==> src/sv/epwd_pkg.sv <==
package epwd_pkg;

  localparam int CAPT_W = 16;
  localparam int WRAP_W = 6;
  localparam int DIST_W = 20;
  localparam int TICK_W = 22;

  localparam logic [WRAP_W-1:0] MAX_WRAPS      = 6'h3F;
  localparam logic [CAPT_W-1:0] OVERFLOW_COUNT = 16'hFFFF;
  localparam logic [CAPT_W-1:0] RELOAD_RESET   = 16'd49999;

  // Ticks times 0.172, as a multiply by ceil(0.172 * 2^32) and a shift by 32.
  // It is exact for every tick count below 2^22.
  localparam int SCALE_W     = 30;
  localparam int SCALE_SHIFT = 32;
  localparam logic [SCALE_W-1:0] MM_SCALE = 30'd738734375;

  localparam logic [DIST_W-1:0] MAX_DISTANCE = 20'd721420;

  localparam int Q_DEPTH = 2;

  typedef struct packed {
    logic              measured;
    logic [WRAP_W-1:0] wraps;
    logic [CAPT_W-1:0] latched;
  } job_t;

  typedef struct packed {
    logic full;
    logic empty;
  } q_status_t;

endpackage

==> src/sv/epwd_if.sv <==
interface epwd_in_if;
  import epwd_pkg::*;

  logic              valid;
  logic              ready;
  logic              timer_wrap;
  logic              edge_seen;
  logic [CAPT_W-1:0] captured_count;
  logic              read_request;

  modport source (output valid, timer_wrap, edge_seen, captured_count, read_request,
                  input ready);
  modport sink (input valid, timer_wrap, edge_seen, captured_count, read_request,
                output ready);
endinterface

interface epwd_out_if;
  import epwd_pkg::*;

  logic              valid;
  logic              ready;
  logic [DIST_W-1:0] distance_mm;
  logic              measured;

  modport source (output valid, distance_mm, measured, input ready);
  modport sink (input valid, distance_mm, measured, output ready);
endinterface

interface epwd_cfg_if;
  import epwd_pkg::*;

  logic              valid;
  logic              ready;
  logic [CAPT_W-1:0] reload_value;

  modport source (output valid, reload_value, input ready);
  modport sink (input valid, reload_value, output ready);
endinterface

==> src/sv/epwd_queue.sv <==
module epwd_queue (
  input  logic                clk,
  input  logic                rst_n,
  input  logic                push,
  input  epwd_pkg::job_t      push_data,
  input  logic                pop,
  output epwd_pkg::job_t      pop_data,
  output epwd_pkg::q_status_t status
);
  import epwd_pkg::*;

  localparam int PTR_W = (Q_DEPTH > 1) ? $clog2(Q_DEPTH) : 1;
  localparam int CNT_W = $clog2(Q_DEPTH + 1);
  localparam logic [PTR_W-1:0] LAST_PTR = PTR_W'(Q_DEPTH - 1);
  localparam logic [CNT_W-1:0] FULL_CNT = CNT_W'(Q_DEPTH);

  job_t             entry_r [Q_DEPTH];
  logic [PTR_W-1:0] wr_ptr_r, wr_ptr_nxt;
  logic [PTR_W-1:0] rd_ptr_r, rd_ptr_nxt;
  logic [CNT_W-1:0] cnt_r, cnt_nxt;

  always_comb begin
    wr_ptr_nxt = wr_ptr_r;
    rd_ptr_nxt = rd_ptr_r;
    cnt_nxt    = cnt_r;
    if (push) begin
      wr_ptr_nxt = (wr_ptr_r == LAST_PTR) ? '0 : wr_ptr_r + 1'b1;
    end
    if (pop) begin
      rd_ptr_nxt = (rd_ptr_r == LAST_PTR) ? '0 : rd_ptr_r + 1'b1;
    end
    if (push && !pop) begin
      cnt_nxt = cnt_r + 1'b1;
    end else if (pop && !push) begin
      cnt_nxt = cnt_r - 1'b1;
    end
  end

  always_ff @(posedge clk) begin
    if (!rst_n) begin
      wr_ptr_r <= '0;
      rd_ptr_r <= '0;
      cnt_r    <= '0;
    end else begin
      wr_ptr_r <= wr_ptr_nxt;
      rd_ptr_r <= rd_ptr_nxt;
      cnt_r    <= cnt_nxt;
    end
  end

  always_ff @(posedge clk) begin
    if (push) begin
      entry_r[wr_ptr_r] <= push_data;
    end
  end

  assign pop_data     = entry_r[rd_ptr_r];
  assign status.full  = (cnt_r == FULL_CNT);
  assign status.empty = (cnt_r == '0);

endmodule

==> src/sv/epwd_front.sv <==
module epwd_front (
  input  logic                clk,
  input  logic                rst_n,
  epwd_in_if.sink             in_ch,
  input  epwd_pkg::q_status_t q_stat,
  output logic                job_push,
  output epwd_pkg::job_t      job
);
  import epwd_pkg::*;

  logic              done_r, done_nxt, done_ev;
  logic              high_r, high_nxt, high_ev;
  logic [WRAP_W-1:0] wrap_r, wrap_nxt, wrap_ev;
  logic [CAPT_W-1:0] lat_r, lat_nxt, lat_ev;
  logic              accept;

  assign in_ch.ready = !q_stat.full;
  assign accept      = in_ch.valid && in_ch.ready;

  // Wrap, then edge, then read; an edge overrides what the wrap left, and the read sees what both left.
  always_comb begin
    done_ev = done_r;
    high_ev = high_r;
    wrap_ev = wrap_r;
    lat_ev  = lat_r;
    if (!done_r) begin
      if (in_ch.timer_wrap && high_r) begin
        if (wrap_r == MAX_WRAPS) begin
          done_ev = 1'b1;
          lat_ev  = OVERFLOW_COUNT;
        end else begin
          wrap_ev = wrap_r + 1'b1;
        end
      end
      if (in_ch.edge_seen) begin
        if (high_r) begin
          done_ev = 1'b1;
          lat_ev  = in_ch.captured_count;
        end else begin
          done_ev = 1'b0;
          high_ev = 1'b1;
          wrap_ev = '0;
          lat_ev  = '0;
        end
      end
    end

    job.measured = in_ch.read_request && done_ev;
    job.wraps    = wrap_ev;
    job.latched  = lat_ev;

    if (in_ch.read_request) begin
      done_nxt = 1'b0;
      high_nxt = 1'b0;
      wrap_nxt = '0;
      lat_nxt  = '0;
    end else begin
      done_nxt = done_ev;
      high_nxt = high_ev;
      wrap_nxt = wrap_ev;
      lat_nxt  = lat_ev;
    end
  end

  assign job_push = accept;

  always_ff @(posedge clk) begin
    if (!rst_n) begin
      done_r <= 1'b0;
      high_r <= 1'b0;
      wrap_r <= '0;
      lat_r  <= '0;
    end else if (accept) begin
      done_r <= done_nxt;
      high_r <= high_nxt;
      wrap_r <= wrap_nxt;
      lat_r  <= lat_nxt;
    end
  end

endmodule

==> src/sv/epwd_back.sv <==
module epwd_back (
  input  logic                clk,
  input  logic                rst_n,
  epwd_cfg_if.sink            cfg_ch,
  input  epwd_pkg::q_status_t q_stat,
  input  epwd_pkg::job_t      job,
  output logic                job_pop,
  epwd_out_if.source          out_ch
);
  import epwd_pkg::*;

  localparam logic [1:0] ST_IDLE  = 2'd0;
  localparam logic [1:0] ST_TICKS = 2'd1;
  localparam logic [1:0] ST_SCALE = 2'd2;

  localparam int SCALED_W = TICK_W + SCALE_W;

  logic [1:0]          state_r, state_nxt;
  logic [CAPT_W-1:0]   reload_r;
  job_t                job_r;
  logic [TICK_W-1:0]   ticks_r, ticks_nxt;
  logic [TICK_W-1:0]   ticks_full;
  logic [SCALED_W-1:0] scaled;
  logic                out_valid_r, out_valid_nxt;
  logic [DIST_W-1:0]   out_dist_r;
  logic                out_meas_r;
  logic                out_free;
  logic                load_out;

  assign cfg_ch.ready = 1'b1;

  always_ff @(posedge clk) begin
    if (!rst_n) begin
      reload_r <= RELOAD_RESET;
    end else if (cfg_ch.valid) begin
      reload_r <= cfg_ch.reload_value;
    end
  end

  assign ticks_full = TICK_W'(job_r.wraps) * (TICK_W'(reload_r) + TICK_W'(1))
                    + TICK_W'(job_r.latched);
  assign ticks_nxt  = job_r.measured ? ticks_full : '0;
  assign scaled     = SCALED_W'(ticks_r) * SCALED_W'(MM_SCALE);

  assign out_free = !out_valid_r || out_ch.ready;
  assign job_pop  = (state_r == ST_IDLE) && !q_stat.empty;
  assign load_out = (state_r == ST_SCALE) && out_free;

  always_comb begin
    state_nxt = state_r;
    unique case (state_r)
      ST_IDLE: begin
        if (!q_stat.empty) begin
          state_nxt = ST_TICKS;
        end
      end
      ST_TICKS: begin
        state_nxt = ST_SCALE;
      end
      ST_SCALE: begin
        if (out_free) begin
          state_nxt = ST_IDLE;
        end
      end
      default: begin
        state_nxt = ST_IDLE;
      end
    endcase
  end

  always_comb begin
    if (load_out) begin
      out_valid_nxt = 1'b1;
    end else if (out_ch.ready) begin
      out_valid_nxt = 1'b0;
    end else begin
      out_valid_nxt = out_valid_r;
    end
  end

  always_ff @(posedge clk) begin
    if (!rst_n) begin
      state_r     <= ST_IDLE;
      out_valid_r <= 1'b0;
    end else begin
      state_r     <= state_nxt;
      out_valid_r <= out_valid_nxt;
    end
  end

  always_ff @(posedge clk) begin
    if (job_pop) begin
      job_r <= job;
    end
    if (state_r == ST_TICKS) begin
      ticks_r <= ticks_nxt;
    end
    if (load_out) begin
      out_dist_r <= scaled[SCALE_SHIFT +: DIST_W];
      out_meas_r <= job_r.measured;
    end
  end

  assign out_ch.valid       = out_valid_r;
  assign out_ch.distance_mm = out_dist_r;
  assign out_ch.measured    = out_meas_r;

endmodule

==> src/sv/echo_pulse_width_distance.sv <==
// An accepted word passes the queue, job, tick and output registers; the back end
// pops a new word only after the tick and scale multiplies of the last one.
// The front end takes a new word each cycle until the two-entry queue fills.
// Synchronous active-low reset clears the capture state, the queue and the output
// valid flag, and sets the reload register to 49999.
module echo_pulse_width_distance (
  input  logic       clk,
  input  logic       rst_n,
  epwd_in_if.sink    in_ch,
  epwd_cfg_if.sink   cfg_ch,
  epwd_out_if.source out_ch
);
  import epwd_pkg::*;

  job_t      push_job;
  job_t      pop_job;
  logic      job_push;
  logic      job_pop;
  q_status_t q_stat;

  epwd_front u_front (
    .clk      (clk),
    .rst_n    (rst_n),
    .in_ch    (in_ch),
    .q_stat   (q_stat),
    .job_push (job_push),
    .job      (push_job)
  );

  epwd_queue u_queue (
    .clk       (clk),
    .rst_n     (rst_n),
    .push      (job_push),
    .push_data (push_job),
    .pop       (job_pop),
    .pop_data  (pop_job),
    .status    (q_stat)
  );

  epwd_back u_back (
    .clk     (clk),
    .rst_n   (rst_n),
    .cfg_ch  (cfg_ch),
    .q_stat  (q_stat),
    .job     (pop_job),
    .job_pop (job_pop),
    .out_ch  (out_ch)
  );

  a_no_read_no_measure: assert property (@(posedge clk) disable iff (!rst_n)
    (in_ch.valid && in_ch.ready && !in_ch.read_request) |-> !push_job.measured)
    else $error("word without a read was queued as measured");

  a_pop_not_empty: assert property (@(posedge clk) disable iff (!rst_n)
    job_pop |-> !q_stat.empty)
    else $error("queue popped while empty");

  a_zero_unmeasured: assert property (@(posedge clk) disable iff (!rst_n)
    (out_ch.valid && !out_ch.measured) |-> (out_ch.distance_mm == '0))
    else $error("nonzero distance without a measurement");

  a_distance_range: assert property (@(posedge clk) disable iff (!rst_n)
    out_ch.valid |-> (out_ch.distance_mm <= MAX_DISTANCE))
    else $error("distance above the largest possible value");

endmodule
==> src/flat_wrapper.sv <==
// flat-port wrapper written by rule: the top's interface ports become plain ports
module echo_pulse_width_distance_flat import epwd_pkg::*;
  (clk, rst_n, in_ch_valid, in_ch_timer_wrap, in_ch_edge_seen, in_ch_captured_count, in_ch_read_request, in_ch_ready, cfg_ch_valid, cfg_ch_reload_value, cfg_ch_ready, out_ch_valid, out_ch_distance_mm, out_ch_measured, out_ch_ready);
  epwd_in_if in_ch_i ();
  epwd_cfg_if cfg_ch_i ();
  epwd_out_if out_ch_i ();
  input  logic clk;
  input  logic rst_n;
  input wire logic [$bits(in_ch_i.valid)-1:0] in_ch_valid;
  input wire logic [$bits(in_ch_i.timer_wrap)-1:0] in_ch_timer_wrap;
  input wire logic [$bits(in_ch_i.edge_seen)-1:0] in_ch_edge_seen;
  input wire logic [$bits(in_ch_i.captured_count)-1:0] in_ch_captured_count;
  input wire logic [$bits(in_ch_i.read_request)-1:0] in_ch_read_request;
  output wire logic [$bits(in_ch_i.ready)-1:0] in_ch_ready;
  input wire logic [$bits(cfg_ch_i.valid)-1:0] cfg_ch_valid;
  input wire logic [$bits(cfg_ch_i.reload_value)-1:0] cfg_ch_reload_value;
  output wire logic [$bits(cfg_ch_i.ready)-1:0] cfg_ch_ready;
  output wire logic [$bits(out_ch_i.valid)-1:0] out_ch_valid;
  output wire logic [$bits(out_ch_i.distance_mm)-1:0] out_ch_distance_mm;
  output wire logic [$bits(out_ch_i.measured)-1:0] out_ch_measured;
  input wire logic [$bits(out_ch_i.ready)-1:0] out_ch_ready;
  assign in_ch_i.valid = in_ch_valid;
  assign in_ch_i.timer_wrap = in_ch_timer_wrap;
  assign in_ch_i.edge_seen = in_ch_edge_seen;
  assign in_ch_i.captured_count = in_ch_captured_count;
  assign in_ch_i.read_request = in_ch_read_request;
  assign in_ch_ready = in_ch_i.ready;
  assign cfg_ch_i.valid = cfg_ch_valid;
  assign cfg_ch_i.reload_value = cfg_ch_reload_value;
  assign cfg_ch_ready = cfg_ch_i.ready;
  assign out_ch_valid = out_ch_i.valid;
  assign out_ch_distance_mm = out_ch_i.distance_mm;
  assign out_ch_measured = out_ch_i.measured;
  assign out_ch_i.ready = out_ch_ready;
  echo_pulse_width_distance u_core (.clk(clk), .rst_n(rst_n), .in_ch(in_ch_i), .cfg_ch(cfg_ch_i), .out_ch(out_ch_i));
endmodule
==> config.mk <==
export PLATFORM = sky130hd
export DESIGN_NAME = echo_pulse_width_distance_flat
export DESIGN_NICKNAME = d
export VERILOG_FILES = /design/src/sv/epwd_pkg.sv /design/src/sv/epwd_if.sv /design/src/sv/epwd_queue.sv /design/src/sv/epwd_front.sv /design/src/sv/epwd_back.sv /design/src/sv/echo_pulse_width_distance.sv /design/src/flat_wrapper.sv
export SDC_FILE = /design/constraint.sdc
export NUM_CORES = 1
export LEC_CHECK = 0
export BUFFER_PORTS_ARGS = -buffer_cell sky130_fd_sc_hd__buf_4
export CAP_MARGIN = 25
export CORE_ASPECT_RATIO = 0.6
export CORE_UTILIZATION = 25
export DETAILED_ROUTE_END_ITERATION = 12
export MAX_ROUTING_LAYER = met4
export PLACE_DENSITY = 0.38
export SLEW_MARGIN = 10
export SYNTH_ARGS = -nofsm -noshare
export SYNTH_HDL_FRONTEND = slang
export SYNTH_HIERARCHICAL = 1
export SYNTH_SLANG_ARGS = --single-unit
==> constraint.sdc <==
create_clock -name clk -period 5.7 [get_ports clk]
set_input_delay 0.285 -clock clk [delete_from_list [all_inputs] [get_ports clk]]
set_output_delay 0.285 -clock clk [all_outputs]
set_load 0.02 [all_outputs]
-- After elaboration in Yosys (flattened, before gate mapping)
Memory sizes are Yosys's and may differ from the RTL's. A register that Yosys moved wholly into a read port is not among the register bits.
Cells that the tools add are included.
- muxes and demuxes: 32
- equal/unequal tests: 7
- multiply operators: 2
- add/subtract/negate cells: 7
- reduce and logical (&&, ||, !) cells: 20
- operator list (kind ; number):
    16-bit 2-to-1 mux ; 6
    22-bit by 30-bit multiplier with 52-bit output, second input constant ; 1
    6-bit 2-to-1 mux ; 6
    22-bit by 16-bit adder with 22-bit output ; 1
    6-bit by 17-bit multiplier with 22-bit output ; 1
    16-bit by 1-bit adder with 17-bit output, second input constant ; 1
    1-bit 2-to-1 mux ; 15
    2-bit 2-to-1 mux ; 4
    1-bit logical AND ; 7
    6-bit by 1-bit adder with 6-bit output, second input constant ; 1
    6-bit == test, second input constant ; 1
    2-bit inequality test, second input constant ; 3
    2-bit case mux with 3 select lines ; 1
    2-bit nonzero test ; 3
    1-bit logical NOT ; 5
    2-bit == test, second input constant ; 2
    2-bit logical NOT ; 2
    3-bit AND reduction ; 1
    1-bit adder, second input constant ; 2
    2-bit by 1-bit adder with 2-bit output, second input constant ; 1
    2-bit by 1-bit == test with 1-bit output, second input constant ; 1
    2-bit AND reduction ; 1
    2-bit by 1-bit subtractor with 2-bit output, second input constant ; 1
    1-bit logical OR ; 1
- register bits after elaboration: 90
- memories kept: 1
- output and inout port bits: 24
- bits in writable memories: 46
- memory list (memory ; depth ; width ; rd ports ; clocked after Yosys merged registers in ; write ports ; RTL line ; text):
    u_core.u_queue.entry_r ; 2 ; 23 ; 1 ; 1 ; 1 ; epwd_queue.sv:17 ; job_t entry_r [Q_DEPTH];

-- Longest topological paths before layout
Gate-level depths: netlist of the first run.
- word-level depth: 7
- gate-level depth with buffers: 23

-- Cells and area by module
Netlist of the first run, hierarchy kept.
- modules (own cells, without submodules) (module ; times used ; cells each ; area each (um^2) ; sequential area each (um^2)):
    epwd_back ; 1 ; 1567 ; 15534.9 ; 2362.3
    epwd_queue ; 1 ; 93 ; 1874.3 ; 1481.4
    epwd_front ; 1 ; 245 ; 1845.5 ; 480.5

-- Worst setup path before layout of the first run
Ideal clock, no wire load.
- path kind: flip-flop to flip-flop
- start point: register u_core.u_back.ticks_r[19]
- end point: register u_core.u_back.out_dist_r[10], in the netlist u_core/u_back/out_ch.distance_mm[10], data pin
- slack: -328 ps
- path buffers: 0
- cell stages (with the launch flop): 21
- arrival time: 5770 ps
- period minus slack after synthesis: 6028 ps
- required time: 5442 ps
- cells stage by stage: edfxtp_1 fa_1 inv_1 fa_1 inv_1 fa_1 inv_1 fa_1 inv_1 fa_1 fa_1 ha_1 ha_1 nand3_1 nor4_1 o2111ai_1 o2111ai_1 nand2_1 o21ai_0 a31oi_1 xnor2_1
- cells in the longest elaborated chain, start to end: 1
- ends and longest elaborated chain (element ; RTL line ; text):
    start, declared ; epwd_back.sv:21 ; logic [TICK_W-1:0] ticks_r, ticks_nxt;
    start signal, assigned ; epwd_back.sv:96 ; ticks_r <= ticks_nxt;
    22-bit by 30-bit multiplier with 52-bit output ; epwd_back.sv:43 ; assign scaled = SCALED_W'(ticks_r) * SCALED_W'(MM_SCALE);
    named net u_core.u_back.scaled[42] ; epwd_back.sv:23 ; logic [SCALED_W-1:0] scaled;
    end signal, assigned ; epwd_back.sv:99 ; out_dist_r <= scaled[SCALE_SHIFT +: DIST_W];
    end, declared ; epwd_back.sv:25 ; logic [DIST_W-1:0] out_dist_r;
The timed path passes the listed nets, and every way through them passes these cells.
A chain may end at the register's enable or synchronous reset.

-- Final worst setup path of the first run
- start point: register u_core.u_back.ticks_r[20]
- end point: register u_core.u_back.out_dist_r[15], in the netlist u_core/u_back/out_ch.distance_mm[15], data pin
The elaborated chain is that of the path after synthesis.

==> results of run 1 <==
[worst register-to-register path, cell delays in order (launching register included)]
cell      delay [ns]
edfxtp_1        0.46
fa_1            0.59
inv_2           0.04
fa_1            0.50
inv_2           0.05
fa_1            0.47
inv_1           0.05
fa_2            0.52
inv_2           0.04
fa_2            0.53
fa_1            0.46
ha_4            0.25
ha_4            0.29
and4_4          0.22
nand3_2         0.09
a21oi_2         0.16
o211ai_4        0.13
nand4_4         0.19
a31oi_4         0.14
o31a_2          0.40
xnor2_2         0.13
[metal layers]
layer / GRT usage [%] / vias up / part of all wire [%]
met4: 2.564 / 0 / 0.70
met2: 17.87 / 217 / 36
li1: - / 6872 / -
met3: 2.891 / 26 / 5.1
met1: 24.36 / 6952 / 58
met5: - / - / 0
[timing repair]
item	4_1_cts	5_1_grt
gates cloned	0	0
resized for setup	52	81
hold endpoints to repair	4	0
setup buffers	8	12
hold buffers	4	0
endpoints found under the setup margin	22	28
pin swaps	43	60
[cell families after synthesis]
family                   count (synthesis)
AO/OA/AOI/OAI                          274
XOR/XNOR                                55
adder cells (fa/ha/maj)                543
buffers and inverters                  455
flip-flops                             160
multiplexers                            41
other                                    1
AND/OR/NAND/NOR                        376
[cells in the mapped netlist, types with 20 or more instances]
| master | instances |
|---|---|
| dfxtp_1 | 48 |
| a21o_1 | 20 |
| ha_1 | 331 |
| edfxtp_1 | 112 |
| nand3_1 | 25 |
| mux2_2 | 23 |
| and2_1 | 50 |
| inv_1 | 411 |
| and3_1 | 29 |
| a21oi_1 | 63 |
| xnor2_1 | 37 |
| fa_1 | 212 |
| clkbuf_1 | 21 |
| nand2_1 | 150 |
| nor2b_1 | 23 |
| o21ai_0 | 65 |
| nor2_1 | 23 |
[final timing paths]
kind,start,endpoint
worst max-delay path,u_core/u_back/ticks_r[20]$_SDFFCE_PN0N_,u_core/u_back/out_ch.distance_mm[15]$_DFFE_PP_
worst min-delay path,cfg_ch_reload_value[0],u_core/u_back/reload_r[0]$_SDFFE_PN1P_
worst max register to register,u_core/u_back/ticks_r[20]$_SDFFCE_PN0N_,u_core/u_back/out_ch.distance_mm[15]$_DFFE_PP_
worst min register to register,u_core/u_front/lat_r[2]$_SDFFE_PN0P_,u_core/u_front/lat_r[2]$_SDFFE_PN0P_
[state kept, by name, indices dropped and copies added (netlist names), named ones only]
register / flops
u_core/u_front/wrap_r: 6
u_core/u_back/job_r: 23
u_core/u_front/lat_r: 16
u_core/u_queue/cnt_r: 2
u_core/u_back/state_r: 2
u_core/u_back/out_ch.valid: 1
u_core/u_front/high_r: 1
u_core/u_queue/wr_ptr_r: 1
u_core/u_back/reload_r: 16
u_core/u_back/ticks_r: 22
u_core/u_back/out_ch.distance_mm: 20
u_core/u_back/out_ch.measured: 1
u_core/u_queue/entry_r: 46
u_core/u_queue/rd_ptr_r: 1
u_core/u_front/done_r: 1
[final cells by class]
type                       instances  area (µm²)  share of cell area, %
multi-input combinational       1290       13900                  58.17
sequential                       160        4330                  18.13
timing repair buffer             293        2301                  9.631
inverter                         411        1543                  6.458
tap                             1000        1251                  5.237
clock buffer                      21       450.4                  1.885
clock inverter                    11       115.1                 0.4818
antenna                            1       2.502                0.01047
[stage by stage]
stage	cell area [µm²]	util, %	hold slack [ns]	setup TNS (ns)	setup slack, ns
floorplan	19370	-	0.4025	0	0.01905
finish	23890	31.46	0.02953	-2.295	-0.2574
global route	23890	31.46	0.008525	-6.353	-0.4289
CTS	23410	30.83	0.0003800	-3.670	-0.2974
global placement	22470	29.60	0.4493	-6.110	-0.4373
detailed placement	22490	29.62	0.4526	-6.699	-0.4630
==> run summary, run 1 <==
Status -> complete, but fails checks
Failing checks -> negative setup slack
CTS tree -> built
Clock Sink Count -> 160
Slew headroom -> 56.47%
Vias -> 14,070
Post-synthesis cell count -> 1,905
Crit Path Max Fanout -> 5
Filler Cells Inserted -> 7,856
Global Route Usage Sum -> 14.85%
Clock tree buffer depth -> 2
Placer Congestion -> 0.8689
Syn_area_per_cell -> 10.11 µm²
Post-route ant nets -> 0
Worst min path class -> in -> reg
Synth Area in Compound Gates -> 9.669%
DP Cell Count -> 3,132
Top_reg_cell synth -> edfxtp_1
WP data required -> 5.93 ns
Cell row count -> 78
Worst Skew -> 0.01514 ns
Global-route wire length before repair -> 85,350 µm
Post-Synth XOR/XNOR Area -> 2.502%
Register area share after synthesis -> 22.46%
Hpwl dp -> 47,490 µm
#FFs+latches synth -> 160
Layout area overhead -> 24.08%
Crit. End Element -> flip-flop
Critical Path AT -> 6.18 ns
# H-tree levels -> 4
Final wirelength -> 55,620 µm
Non-Filler Instances -> 3,187
Share of cells above drive strength 1 -> 22.46%
Worst-skew pair later-pin latency -> 0.48 ns
Input/output buffers -> 62
# Max-Cap Violations -> 0
Synthesized Nets -> 2,488
Simple-gate area share of the yosys netlist -> 10.26%
Area share of fa/ha/maj cells after synthesis -> 43.55%
Die Ht -> 217.0 µm
Number of library cell types mapped by synthesis -> 86
Total CTS buffers -> 17
Fin crit share -> 104.5%
Post-synth top area cell -> fa_1
Slowest-stage cell, CP -> fa_1
First-pass DRT Iterations -> 5
Reg clk slew, reported paths -> 0.07 ns
I/O pins -> 64
Levels on crit path -> 20
Clock Tree Root -> clkbuf_16
Synth top area cells -> fa_1 (22%), ha_1 (22%), edfxtp_1 (17%), inv_1 (8.0%), dfxtp_1 (5.0%)
Hold Path Stages -> 3
Drt drc -> 0
Avg WL per Cell -> 17.45 µm
Die area -> 78,170 µm²
Vias per cell -> 4.414
Crit-path most repeated cell -> fa_1
Largest family of logic cells by synthesized area -> adder cells
CP delay by family, top -> adder cells
FF-to-FF setup slack -> -0.26 ns
Critical path class -> reg -> reg
Synth Cell Area -> 19,250 µm²
Grt ovf -> 0
Synth top area share -> 22.04%
Worst r2r path cells -> 20
Ys Warns -> 6
Ys async rst share -> 0%
Slew @ Worst Pin -> 0.6504 ns
Fin. Hold Viols -> 0
Setup ws final -> -0.2574 ns
Fmax -> 167.9 MHz
Critical Path, Cell by Cell -> fa_1 > inv_2 > fa_1 > inv_2 > fa_1 > inv_1 > fa_2 > inv_2 > fa_2 > fa_1 > ha_4 > ha_4 > and4_4 > nand3_2 > a21oi_2 > o211ai_4 > nand4_4 > a31oi_4 > o31a_2 > xnor2_2
RSZ-0062 raised after global routing -> yes
Commonest non-fill, non-tap cell in the layout -> inv_1
Number of synthesized flops with an enable pin -> 112
Max Slew Vio Count -> 0
Most frequent cells in the layout -> inv_1 (403), ha_1 (306), buf_4 (275), fa_1 (209), nand2_1 (148)
Die X -> 360.3 µm
Initial antenna violation count -> 3
# setup viols final -> 20
Vias in the first global route -> 14,070
Core Region -> 75,930 µm²
Largest net degree at the start of global routing -> 43
Initial DRC count -> 785
Final worst path period need -> 5.957 ns
Delay of the slowest critical-path stage -> 0.59 ns
CP Launch Type -> flip-flop
Multiplexer share of the synthesized area -> 2.281%
Final net count -> 2,756
Initial Util -> 25.36%
Critical path buffer and inverter count -> 4
Power of run 1 is not shown: default switching activity piles up to over one toggle a cycle in this logic, so the estimate is an artifact.
==> run 2, diff against run 1 <==
- ABC_AREA: unset -> 1
==> run 2 against run 1 <==
Compared with the run above:
- the flow now finishes without violations
- utilization down 1.4 points
- first-iteration DRC count is 63% higher
- worst setup slack improved by 0.46 ns
- synthesized cell count grew 35%
- critical endpoint is now u_core/u_back/out_ch.distance_mm[9]$_DFFE_PP_
- largest cell class unchanged
==> run summary, run 2 <==
Status -> complete, no violations
Fin util -> 30.08%
Worst-skew pair later-pin latency -> 0.49 ns
Worst min path class -> in -> reg
Initial Util -> 25.41%
Crit path from -> u_core/u_back/ticks_r[13]$_SDFFCE_PN0N_
Global-route wire length before repair -> 109,300 µm
Die area -> 84,430 µm²
Crit Path Max Fanout -> 4
# H-tree levels -> 4
Cell row count -> 81
Sequential Area -> 4328 µm²
Synth top area cells -> fa_1 (20%), ha_1 (20%), edfxtp_1 (16%), inv_1 (11%), nand2_1 (10%)
Ys async rst share -> 0%
RR Startpoint -> u_core/u_back/ticks_r[13]$_SDFFCE_PN0N_
Reg clk slew, reported paths -> 0.08 ns
Critical Path, Cell by Cell -> buf_4 > ha_1 > ha_1 > fa_1 > inv_1 > fa_1 > inv_1 > fa_1 > fa_1 > fa_1 > ha_4 > nand2_2 > inv_1 > a21oi_1 > buf_4 > o21ai_0 > a21oi_1 > nand3_1 > nand2_1 > nand2_1
Final net count -> 3,325
Hpwl dp -> 63,660 µm
Place WS -> -0.1328 ns
Min-Delay Startpoint -> cfg_ch_reload_value[6]
Synthesized Nets -> 3,151
Top cells by count, synth -> inv_1 (620), nand2_1 (581), ha_1 (331), fa_1 (212), nor2_1 (176)
# Max-Cap Violations -> 0
Vias -> 16,970
Post-synth top area cell -> fa_1
Syn_area_per_cell -> 8.103 µm²
Slew headroom -> 36.45%
Fin crit share -> 96.43%
WP data required -> 5.96 ns
Initial antenna violation count -> 0
Post-synthesis cell count -> 2,568
Die X -> 374.4 µm
Delay of the slowest critical-path stage -> 0.63 ns
Die Ht -> 225.5 µm
Avg WL per Cell -> 18.78 µm
Number of synthesized flops with an enable pin -> 112
Crit-path most repeated cell -> fa_1
CTS tree -> built
Clock Sink Count -> 160
Post-route ant nets -> 0
Slew @ Worst Pin -> 0.9522 ns
Most common cell in the netlist -> inv_1
N_diodes -> 0
I/O pins -> 64
Max Slew Vio Count -> 0
Commonest non-fill, non-tap cell in the layout -> inv_1
Worst Skew -> 0.03284 ns
RSZ-0062 raised after global routing -> yes
Input/output buffers -> 62
Largest Register -> u_core/u_queue/entry_r
Top_reg_cell synth -> edfxtp_1
Initial DRC count -> 1,283
Max reg flops -> 46
Ys Warns -> 6
#FFs+latches synth -> 160
Synth top area share -> 20.40%
Largest net degree at the start of global routing -> 27
Crit. End Element -> flip-flop
Most frequent cells in the layout -> inv_1 (616), nand2_1 (562), ha_1 (309), fa_1 (209), buf_4 (166)
Setup ws final -> 0.2036 ns
Critical path class -> reg -> reg
Number of library cell types mapped by synthesis -> 44
Sum Neg Setup Slack -> 0 ns
Final worst path period need -> 5.496 ns
Global Route Usage Sum -> 18.13%
First-pass DRT Iterations -> 6
Register area share after synthesis -> 20.78%
Drt drc -> 0
Filler Cells Inserted -> 8,814
# setup viols final -> 0
Synth Cell Area -> 20,810 µm²
Layout area overhead -> 18.36%
Multi-input gate area -> 14,540 µm²
Vias per cell -> 4.425
Clock tree buffer depth -> 2
Slowest-stage cell, CP -> fa_1
Critical Path AT -> 5.75 ns
Top flop regs -> u_core/u_queue/entry_r (46), u_core/u_back/job_r (23), u_core/u_back/ticks_r (22)
Placer Congestion -> 0.8886
Share of cells above drive strength 1 -> 13.83%
Vias in the first global route -> 17,110
Clock Tree Root -> clkbuf_16
Fmax -> 181.9 MHz
Fin. Hold Viols -> 0
Core Region -> 81,890 µm²
Total CTS buffers -> 17
Final wirelength -> 72,000 µm
Grt ovf -> 0
CP Launch Type -> flip-flop
[run 2: cell count changes in the layout (fill, tap and decap cells not counted), moves of 22 or more]
cell     previous run  this run
a21oi_1            52       106
and2_1             47         1
and3_1             26         1
buf_4             275       166
inv_1             403       616
nand2_1           148       562
nand2_2             1        30
nand3_1            18        90
nand4_1            17        40
nor2_1             19       144
nor2_2              4        26
xnor2_1            30         4
[run 2: cell type report]
cell class | instances | area share, %
Multi-Input combinational cell | 1753 | 59.04
Timing Repair Buffer | 181 | 5.913
Tap cell | 1079 | 5.482
Sequential cell | 160 | 17.57
Clock buffer | 19 | 1.844
Inverter | 629 | 9.592
Clock inverter | 13 | 0.5538
[run 2: what timing repair did]
action / 4_1_cts / 5_1_grt
gates resized for setup: 12 / 130
endpoints found under the setup margin: 18 / 30
buffers inserted: 0 / 5
pin swaps: 0 / 16
hold buffers: 9 / 0
endpoints found under the hold margin: 9 / 0
[run 2: layer usage]
metal  routed length, µm  part of all wire [%]  track usage, %
met4                 573                  0.80           2.591
met5                   0                     0               -
met1               42530                    59           29.87
met3                4874                   6.8           4.632
met2               24020                    33           20.98
[run 2: critical path: cells and delay by family (launching register included)]
kind,cells,cell delay (ns)
flops,1,0.49
simple gates,4,0.33
fa+ha+maj,8,3.33
compound gates,3,0.57
buf+inv,5,0.56
[run 2: path summary, 6_finish.rpt]
check / endpoint / slack [ns] / cells after the start
setup / recovery: u_core/u_back/out_ch.distance_mm[9]$_DFFE_PP_ / 0.20 / 20
setup reg to reg: u_core/u_back/out_ch.distance_mm[9]$_DFFE_PP_ / 0.20 / 20
hold reg to reg: u_core/u_front/lat_r[14]$_SDFFE_PN0P_ / 0.47 / 2
hold / removal: u_core/u_back/reload_r[6]$_SDFFE_PN1P_ / 0.05 / 3
[run 2: cell families (layout without fill, tap and decap cells)]
family          count (synthesis)  count (layout)  synth area share (%)
simple gates                  944             944                 18.98
buf+inv                       655             842                 11.99
fa+ha+maj                     543             543                 40.30
compound gates                227             227                 5.923
flops                         160             160                 20.78
mux                            23              23                 1.245
xor+xnor                       15              15                0.7577
other cells                     1               1               0.01802
[run 2: metrics by stage]
stage	cells	instance area (µm²)	hold WS, ns
after global placement	3784	23260	0.4510
after global routing	3834	24630	0.03984
after floorplan	2568	20810	0.3810
final	3834	24630	0.05118
after detailed placement	3788	23360	0.4567
after CTS	3829	24080	0.01348
Power of run 2 is left out for the same reason.
